**src/rtl/tagged_reading_frame_parser_macros.svh**
```systemverilog
// Assertion macros used by the top level of the tagged reading frame parser RTL.
`ifndef TAGGED_READING_FRAME_PARSER_MACROS_SVH
`define TAGGED_READING_FRAME_PARSER_MACROS_SVH

// same-cycle implication, checked out of reset
`define TRFP_ASSERT_NOW(label, ante, cons, msg) \
	label: assert property (@(posedge clk) disable iff (!arst_n) (ante) |-> (cons)) \
		else $error(msg);

// next-cycle implication, checked out of reset
`define TRFP_ASSERT_NEXT(label, ante, cons, msg) \
	label: assert property (@(posedge clk) disable iff (!arst_n) (ante) |=> (cons)) \
		else $error(msg);

`endif

```
**src/rtl/trfp_pkg.sv**
```systemverilog
// Types and constants of the tagged reading frame parser.
package trfp_pkg;

	localparam int unsigned VALUE_W = 17;
	localparam int unsigned LIMIT_W = 3;
	localparam int unsigned KIND_W  = 2;

	localparam logic [LIMIT_W-1:0] DIGIT_CAP = 3'd5;
	localparam logic [LIMIT_W-1:0] TEMP_MAX_RESET  = 3'd4;
	localparam logic [LIMIT_W-1:0] VALUE_MAX_RESET = 3'd5;

	localparam logic REG_TEMP_MAX_DIGITS  = 1'b0;
	localparam logic REG_VALUE_MAX_DIGITS = 1'b1;

	localparam logic [7:0] CH_START = 8'h3C;
	localparam logic [7:0] CH_END   = 8'h3E;
	localparam logic [7:0] CH_COMMA = 8'h2C;
	localparam logic [7:0] CH_TEMP  = 8'h54;
	localparam logic [7:0] CH_EC    = 8'h45;
	localparam logic [7:0] CH_PH    = 8'h50;
	localparam logic [7:0] CH_ZERO  = 8'h30;
	localparam logic [7:0] CH_NINE  = 8'h39;

	localparam logic [KIND_W-1:0] KIND_TEMP = 2'd0;
	localparam logic [KIND_W-1:0] KIND_EC   = 2'd1;
	localparam logic [KIND_W-1:0] KIND_PH   = 2'd2;

	typedef enum logic [2:0] {
		PH_IDLE = 3'd0,
		PH_TAG  = 3'd1,
		PH_TEMP = 3'd2,
		PH_EC   = 3'd3,
		PH_PH   = 3'd4
	} phase_t;

	typedef struct packed {
		logic               valid;
		logic [KIND_W-1:0]  kind;
		logic [VALUE_W-1:0] value;
		logic               frame_end;
	} result_t;

endpackage

```
**src/rtl/trfp_core.sv**
```systemverilog
// Parser state machine: phase, digit count and decimal accumulator.
module trfp_core (
	input  logic                          clk,
	input  logic                          arst_n,
	input  logic                          step,
	input  logic [7:0]                    rx_char,
	input  logic [trfp_pkg::LIMIT_W-1:0]  temp_limit,
	input  logic [trfp_pkg::LIMIT_W-1:0]  value_limit,
	output trfp_pkg::result_t             result
);
	import trfp_pkg::*;

	phase_t               phase_q, phase_d;
	logic [LIMIT_W-1:0]   count_q, count_d;
	logic [VALUE_W-1:0]   accum_q, accum_d;
	logic [LIMIT_W-1:0]   limit_raw, limit;
	logic [LIMIT_W-1:0]   count_inc;
	logic [VALUE_W-1:0]   accum_next;
	logic                 is_digit;
	logic                 is_close;
	logic                 in_field;

	assign is_digit  = (rx_char inside {[CH_ZERO:CH_NINE]});
	assign is_close  = (rx_char == CH_COMMA) || (rx_char == CH_END);
	assign in_field  = (phase_q == PH_TEMP) || (phase_q == PH_EC) || (phase_q == PH_PH);
	assign limit_raw = (phase_q == PH_TEMP) ? temp_limit : value_limit;
	assign limit     = (limit_raw > DIGIT_CAP) ? DIGIT_CAP : limit_raw;
	assign count_inc = count_q + LIMIT_W'(1);
	assign accum_next = {accum_q[VALUE_W-4:0], 3'b000} + {accum_q[VALUE_W-2:0], 1'b0}
		+ {{(VALUE_W-4){1'b0}}, rx_char[3:0]};

	always_comb begin
		phase_d = phase_q;
		count_d = count_q;
		accum_d = accum_q;
		case (phase_q)
			PH_TAG: begin
				count_d = '0;
				accum_d = '0;
				case (rx_char)
					CH_TEMP: phase_d = PH_TEMP;
					CH_EC:   phase_d = PH_EC;
					CH_PH:   phase_d = PH_PH;
					default: phase_d = PH_TAG;
				endcase
			end
			PH_TEMP, PH_EC, PH_PH: begin
				if (is_digit) begin
					count_d = count_inc;
					if (count_inc > limit) begin
						phase_d = PH_IDLE;
					end else begin
						accum_d = accum_next;
					end
				end else if (rx_char == CH_COMMA) begin
					phase_d = PH_TAG;
				end else begin
					phase_d = PH_IDLE;
				end
			end
			default: begin
				phase_d = (rx_char == CH_START) ? PH_TAG : PH_IDLE;
			end
		endcase
	end

	always_comb begin
		result.valid     = in_field && is_close;
		result.value     = accum_q;
		result.frame_end = (rx_char == CH_END);
		case (phase_q)
			PH_TEMP: result.kind = KIND_TEMP;
			PH_EC:   result.kind = KIND_EC;
			PH_PH:   result.kind = KIND_PH;
			default: result.kind = KIND_TEMP;
		endcase
	end

	always_ff @(posedge clk or negedge arst_n) begin
		if (!arst_n) begin
			phase_q <= PH_IDLE;
			count_q <= '0;
			accum_q <= '0;
		end else if (step) begin
			phase_q <= phase_d;
			count_q <= count_d;
			accum_q <= accum_d;
		end
	end

endmodule

```
**src/rtl/tagged_reading_frame_parser.sv**
```systemverilog
// Top level of the tagged reading frame parser: input stage, config and result register.
// The input stage and result register each hold one item; a field's result is registered
// when its closing byte leaves the input stage. Bytes enter one per cycle unless in_stall.
// in_stall rises only while the result register is full and stalled with a byte waiting.
// Reset: parser idle waiting for '<', accumulator cleared, digit limits 4 (T) and 5 (E, P).
module tagged_reading_frame_parser (
	input  logic                          clk,
	input  logic                          arst_n,
	input  logic                          in_valid,
	output logic                          in_stall,
	input  logic [7:0]                    rx_byte,
	output logic                          out_valid,
	input  logic                          out_stall,
	output logic [trfp_pkg::KIND_W-1:0]   reading_kind,
	output logic [trfp_pkg::VALUE_W-1:0]  field_value,
	output logic                          frame_end,
	input  logic                          cfg_we,
	input  logic                          cfg_index,
	input  logic [trfp_pkg::LIMIT_W-1:0]  cfg_wdata
);
	import trfp_pkg::*;
	`include "tagged_reading_frame_parser_macros.svh"

	logic                 valid_s1;
	logic [7:0]           byte_s1;
	logic [LIMIT_W-1:0]   temp_max_q;
	logic [LIMIT_W-1:0]   value_max_q;
	logic                 out_valid_q;
	logic [KIND_W-1:0]    kind_q;
	logic [VALUE_W-1:0]   value_q;
	logic                 end_q;
	logic                 out_free;
	logic                 advance;
	result_t              result;

	assign out_free = !out_valid_q || !out_stall;
	assign advance  = valid_s1 && out_free;
	assign in_stall = valid_s1 && !out_free;

	trfp_core u_core (
		.clk         (clk),
		.arst_n      (arst_n),
		.step        (advance),
		.rx_char     (byte_s1),
		.temp_limit  (temp_max_q),
		.value_limit (value_max_q),
		.result      (result)
	);

	always_ff @(posedge clk or negedge arst_n) begin
		if (!arst_n) begin
			temp_max_q  <= TEMP_MAX_RESET;
			value_max_q <= VALUE_MAX_RESET;
		end else if (cfg_we) begin
			if (cfg_index == REG_TEMP_MAX_DIGITS) begin
				temp_max_q <= cfg_wdata;
			end else begin
				value_max_q <= cfg_wdata;
			end
		end
	end

	always_ff @(posedge clk or negedge arst_n) begin
		if (!arst_n) begin
			valid_s1 <= 1'b0;
		end else if (!in_stall) begin
			valid_s1 <= in_valid;
		end
	end

	always_ff @(posedge clk) begin
		if (in_valid && !in_stall) begin
			byte_s1 <= rx_byte;
		end
	end

	always_ff @(posedge clk or negedge arst_n) begin
		if (!arst_n) begin
			out_valid_q <= 1'b0;
		end else if (out_free) begin
			out_valid_q <= advance && result.valid;
		end
	end

	always_ff @(posedge clk) begin
		if (advance && result.valid) begin
			kind_q  <= result.kind;
			value_q <= result.value;
			end_q   <= result.frame_end;
		end
	end

	assign out_valid    = out_valid_q;
	assign reading_kind = kind_q;
	assign field_value  = value_q;
	assign frame_end    = end_q;

	`TRFP_ASSERT_NOW(a_stall_needs_item, in_stall, valid_s1 && out_valid_q, "stall without held item")
	`TRFP_ASSERT_NOW(a_kind_legal, out_valid, reading_kind != 2'd3, "illegal reading kind")
	`TRFP_ASSERT_NOW(a_value_range, out_valid, field_value <= 17'd99999, "reading value overflow")
	`TRFP_ASSERT_NEXT(a_s1_hold, valid_s1 && !out_free, valid_s1 && $stable(byte_s1), "input stage lost")

endmodule

```
**config.mk**
```make
export PLATFORM = sky130hd
export DESIGN_NAME = tagged_reading_frame_parser
export DESIGN_NICKNAME = d
export VERILOG_FILES = /design/src/rtl/trfp_pkg.sv /design/src/rtl/trfp_core.sv /design/src/rtl/tagged_reading_frame_parser.sv
export VERILOG_INCLUDE_DIRS = /design/src /design/src/rtl
export SDC_FILE = /design/constraint.sdc
export NUM_CORES = 1
export LEC_CHECK = 0
export BUFFER_PORTS_ARGS = -buffer_cell sky130_fd_sc_hd__buf_2
export CAP_MARGIN = 15
export CORE_UTILIZATION = 53
export DETAILED_ROUTE_END_ITERATION = 8
export PLACE_DENSITY = 0.85
export REMOVE_ABC_BUFFERS = 1
export SYNTH_ARGS = -nofsm -noshare
export SYNTH_HDL_FRONTEND = slang
export SYNTH_SLANG_ARGS = --single-unit
```
**constraint.sdc**
```tcl
create_clock -name clk -period 2.75 [get_ports clk]
set_clock_uncertainty 0.15 [all_clocks]
set_input_delay 0.1375 -clock clk [delete_from_list [all_inputs] [get_ports clk]]
set_output_delay 0.1375 -clock clk [all_outputs]
set_load 0.05 [all_outputs]
```
**After elaboration in Yosys (flattened, before gate mapping)**

Index checks and enable logic that the tools add are counted.

- Bits of input ports: 17
- Bits in registers: 59
- Output and inout port bits: 22

- Eq/ne operators: 13
- Add/subtract/negate cells: 3
- Reduce and logical (&&, ||, !) cells: 21
- Order comparisons: 4
- Muxes and demuxes: 14
- Bitwise logic cells: 1

Operators with widths:

| cell | number |
|---|---|
| $mux W17 | 2 |
| $pmux W17 S2 | 1 |
| $eq A8 B6 Y1 const B | 3 |
| $eq A8 B7 Y1 const B | 3 |
| $add A17 B17 Y17 | 1 |
| $add A17 B4 Y17 | 1 |
| $mux W3 | 5 |
| $pmux W3 S2 | 2 |
| $pmux W3 S3 | 1 |
| $ge A8 B6 Y1 const B | 1 |
| $le A8 B6 Y1 const B | 1 |
| $eq A3 B2 Y1 const B | 2 |
| $logic_and A1 B1 Y1 | 6 |
| $reduce_and A2 Y1 | 3 |
| $logic_not A1 Y1 | 4 |
| $logic_or A1 B1 Y1 | 4 |
| $pmux W2 S2 | 1 |
| $reduce_and A4 Y1 | 1 |
| $add A3 B1 Y3 const B | 1 |
| $eq A3 B1 Y1 const B | 1 |
| $eq A3 B3 Y1 const B | 1 |
| $gt A3 B3 Y1 | 1 |
| $gt A3 B3 Y1 const B | 1 |
| $ne A3 B3 Y1 const B | 1 |
| 7 further kinds | 8 |

**Logic depth before layout (Yosys ltp)**

- Word-level depth: 8
- Depth in mapped cells: 12

**By module**

From an unflattened synthesis, not the netlist that was laid out.

- Cell total of the unflattened synthesis: 293
- Area, all modules: 3344.5 um2

Modules (own cells, without submodules):

| module | area an instance (um2) | seq. area each (um2) | times used | cells an instance |
|---|---|---|---|---|
| trfp_core | 2157.1 | 575.6 | 1 | 240 |
| tagged_reading_frame_parser | 1187.4 | 1044.8 | 1 | 53 |

**Worst setup path before layout**

Ideal clock, no wire load.

- Path kind: register -> register
- From: register u_core.phase_q[1]
- To: register value_q[0] (netlist: field_value[0]), enable pin
- Required time: 2178 ps
- Setup time: 422 ps
- Path buffers: 0
- Stages on the path, launching flop included: 5
- Clock period less this slack: 3018 ps
- Data arrival time: 2446 ps
- Setup slack: -268 ps
- Cell sequence: dfrtp_1 -> nor3b_4 -> nor2_1 -> nand4b_1 -> nor3_1

- Word-level cells in the longest chain between the ends: 5
- Elaborated cells on any way between the ends: 7
- Classes of those cells: 3 x eq/ne; 4 x reduce/logical

RTL lines:

| element | line | RTL |
|---|---|---|
| start: declaration | trfp_core.sv:13 | `phase_t phase_q, phase_d;` |
| start signal: assignment | trfp_core.sv:85 | `phase_q <= phase_d;` |
| $eq A3 B2 Y1 | trfp_core.sv:25 | `assign in_field = (phase_q == PH_TEMP) \|\| (phase_q == PH_EC) \|\| (phase_q == PH_PH);` |
| $logic_or A1 B1 Y1 | trfp_core.sv:25 |  |
| $logic_or A1 B1 Y1 (*) | trfp_core.sv:25 |  |
| $logic_and A1 B1 Y1 (*) | trfp_core.sv:68 | `result.valid = in_field && is_close;` |
| $logic_and A1 B1 Y1 (*) | tagged_reading_frame_parser.sv:86 | `if (advance && result.valid) begin` |
| end signal: assignment | tagged_reading_frame_parser.sv:88 | `value_q <= result.value;` |
| end: declaration | tagged_reading_frame_parser.sv:30 | `logic [VALUE_W-1:0] value_q;` |

Every way passes the cells marked *; elsewhere a longest branch is shown, timed or not.
A chain may end at the register's enable or synchronous reset.

**Final worst setup path**

- From: register u_core.accum_q[7]
- To: register u_core.accum_q[15]

- Word-level cells in the longest chain between the ends: 5

RTL lines:

| element | line | RTL |
|---|---|---|
| start: declaration | trfp_core.sv:15 | `logic [VALUE_W-1:0] accum_q, accum_d;` |
| start signal: assignment | trfp_core.sv:87 | `accum_q <= accum_d;` |
| $add A17 B17 Y17 | trfp_core.sv:29 | `assign accum_next = {accum_q[VALUE_W-4:0], 3'b000} + {accum_q[VALUE_W-2:0], 1'b0}` |
| $add A17 B4 Y17 | trfp_core.sv:30 | `+ {{(VALUE_W-4){1'b0}}, rx_char[3:0]};` |
| $mux W17 | trfp_core.sv:50 | `if (count_inc > limit) begin` |
| $mux W17 | trfp_core.sv:48 | `if (is_digit) begin` |
| $pmux W17 S2 | trfp_core.sv:36 | `case (phase_q)` |

Every way passes these cells. The select of a mux whose other input is x is not followed.

==> metrics.md <==
| Metric | Value |
|---|---|
| DP HPWL | `5363 µm` |
| Post-synth ARST share | `0.5254` |
| Hold Fails Final Rpt | `0` |
| Synth Instances | `270` |
| # diodes | `0` |
| CTS Buf Count | `9` |
| First-pass GRT wire length | `about 14000 µm` |
| Worst VDD drop | `0.3081 mV` |
| Tcrit/Tclk final | `1.074` |
| Sink Count | `59` |
| Library cells used by synthesis | `58` |
| Synth Cell Area | `3293 µm²` |
| Pre-Repair DR Iteration Count | `5` |
| Starting DRT DRC Count | `343` |
| Share of post-route cells with drive strength above 1 | `0.3773` |
| Top_reg_cell synth | `edfxtp_1` |
| Final core occ | `0.7412` |
| I/O pin cnt | `39` |
| H-tree Lvls | `3` |
| Die area | `6533 µm²` |
| Multi-input gate area | `1779 µm²` |
| Mean Syn Cell Area | `12.20 µm²` |
| Register area share after synthesis | `0.4920` |
| Largest net degree at the start of global routing | `32` |
| Area Growth Syn to Fin | `34.04%` |
| Final Power | `approximately 2 mW` |
| Relative max-transition margin | `0.5115` |
| Status | `complete, but fails checks` |
| I/O Buffers | `38` |
| Cell area power density | `roughly 470 nW/µm²` |
| Initial antenna violation count | `0` |
| GRT overflow | `0` |
| Vias in the first global route | `2713` |
| CTS tree | `built` |
| Final worst slack | `-202.3 ps` |
| Routed WL | `roughly 9600 µm` |
| Failing checks | `negative setup slack` |
| Endpoints failing setup | `20` |
| Crit Path Class | `register to register` |
| Die W | `80.83 µm` |
| WHS Path Cells | `3` |
| Routed vias | `2892` |
| Most frequent cells in the layout | `buf_4, buf_2, ha_1` |
| Fin nets | `425` |
| Critical path peak fanout | `4` |
| Slew Limit Fails | `0` |
| Final Wtd Congestion | `about 0.88` |
| Startpoint types | `register` |
| Clock tree root driver cell | `clkbuf_8` |
| Cell row count | `28` |
| Final min period | `roughly 3000 ps` |
| Avg WL per Cell | `21.19 µm` |
| Ys Warns | `0` |
| Highest Clock Rate | `338.7 MHz` |
| Reg clk slew, reported paths | `about 70 ps` |
| RSZ-0062 raised after global routing | `yes` |
| Setup total negative slack | `-2280 ps` |
| Maxcap violations | `0` |
| Pleak | `1.993 nW` |
| Area of the core | `roughly 6000 µm²` |
| Worst skew pair latency | `350 ps` |
| Via density | `6.370` |
| Number of synthesized flops with an enable pin | `28` |
| Initial core utilization | `0.5529` |
| Worst min path class | `input pin to register` |
| DR DRC count | `0` |
| FILL cells | `335` |
| Crit path required time | `2850 ps` |
| Critical Path AT | `~3100 ps` |
| CTS Buffer Depth | `2` |
| CP endpoint kind | `register` |
| Antenna viol nets, final | `0` |
| Register area | `approximately 1600 µm²` |
| Least-Margin Pin Slew | `between 700 and 800 ps` |
| Synth Register Bits | `59` |
| DIE HEIGHT | `approximately 80 µm` |
| Gr usage total | `0.2840` |
| Commonest non-fill, non-tap cell in the layout | `buf_4` |
| Reg2Reg Depth | `7` |
==> layout make-up <==
class | instances | share of cell area
clock buffers | 14 | 0.03685
clock inverters | 2 | 0.007937
inverters | 12 | 0.01020
multi-input cells | 196 | 0.4031
flip-flops and latches | 59 | 0.3671
well taps | 75 | 0.02126
repair buffers | 96 | 0.1536
==> path summary, 6_finish.rpt <==
check,end,start,slack [ps]
max,u_core.accum_q[15],u_core.accum_q[7],-200
min,temp_max_q[1],cfg_index,50
max reg2reg,u_core.accum_q[15],u_core.accum_q[7],-200
min reg2reg,field_value[16],u_core.accum_q[16],340
max in group asynchronous,u_core.count_q[1],arst_n,1750
min in group asynchronous,u_core.accum_q[7],arst_n,230
==> metal layers <==
layer | up-vias | part of all wire | global-route usage
li1 | 1252 | - | -
met1 | 1393 | 0.39 | 0.3451
met2 | 190 | 0.49 | 0.4798
met3 | 57 | 0.075 | 0.06854
met4 | 0 | 0.045 | 0.1196
met5 | - | 0 | 0
==> through the flow <==
step           worst slack [ps]  hold WS [ps]  area [µm²]  cells
2_1_floorplan            -268.3        -308.1        3262    266
3_5_place_dp             -322.3         83.91        3791    411
6_report                 -202.3         45.07        4414    454
3_3_place_gp             -281.6         66.28        3791    411
5_1_grt                  -231.2         73.36        4414    454
4_1_cts                  -61.67         50.48        4280    450
==> Yosys cell counts (2+ instances only) <==
cell,count,area [µm²]
nor2_1,8,30.03
mux2_2,11,123.9
xor2_1,5,43.79
dfrtp_1,28,700.7
a311o_1,2,20.02
a211oi_1,2,15.01
and2_1,4,25.02
and2b_1,2,15.01
nand3_1,6,30.03
a21o_1,6,45.04
a22o_1,7,61.31
o21ai_0,7,35.03
o21ai_1,3,15.01
fa_1,2,40.04
a32o_1,6,60.06
nor3_1,7,35.03
buf_6,2,22.52
and3_1,2,12.51
nand2_1,15,56.30
o21a_1,2,15.01
edfxtp_1,28,840.8
ha_1,32,400.4
dfstp_2,3,78.83
inv_1,12,45.04
xnor2_1,3,26.28
a21boi_0,2,15.01
or3_1,6,37.54
a211o_1,3,26.28
a2111oi_0,2,17.52
nor4_1,3,18.77
a21oi_1,14,70.07
nor2b_1,4,25.02
a21oi_2,2,17.52
nand4_1,3,18.77
o31ai_1,2,15.01
mux2_1,2,22.52
==> registers in the layout (all words and copies together), names as in the netlist, 2 cells and up <==
signal          flops
field_value        17
u_core.accum_q     17
byte_s1             8
temp_max_q          3
u_core.count_q      3
u_core.phase_q      3
value_max_q         3
reading_kind        2
==> power breakdown <==
part           internal, mW  total [mW]  leakage [nW]  switching, mW
registers             0.955       0.984         0.630         0.0288
logic                 0.123       0.246          1.26          0.123
clock network         0.468       0.824         0.101          0.356
==> critical path, stage by stage, from the launching register on <==
cell and delay (ps):
dfrtp_1 440, ha_1 360, ha_1 360, a21oi_1 350, o21ai_1 210, a311o_1 380, or3_1 370, a32o_1 250
==> cells by family (layout without fill, tap and decap cells) <==
group                      Yosys count  in the layout  synth area share
AOI/OAI and AO/OA                   72             73            0.1676
muxes                               14             14           0.04749
and+or+nand+nor                     67             67            0.1147
buffers and inverters               16            124           0.02317
xor gates and xnor gates             8              8           0.02128
DFF                                 59             59            0.4920
adders and majority gates           34             34            0.1337
==> what timing repair did <==
item | 4_1_cts | 5_1_grt
hold endpoints to repair | 44 | 0
pin swaps | 17 | 11
hold buffers | 15 | 0
setup buffers | 7 | 4
endpoints found under the setup margin | 20 | 20
gates cloned | 1 | 0
gates resized for setup | 22 | 23
(Power assumes the default switching activity.)
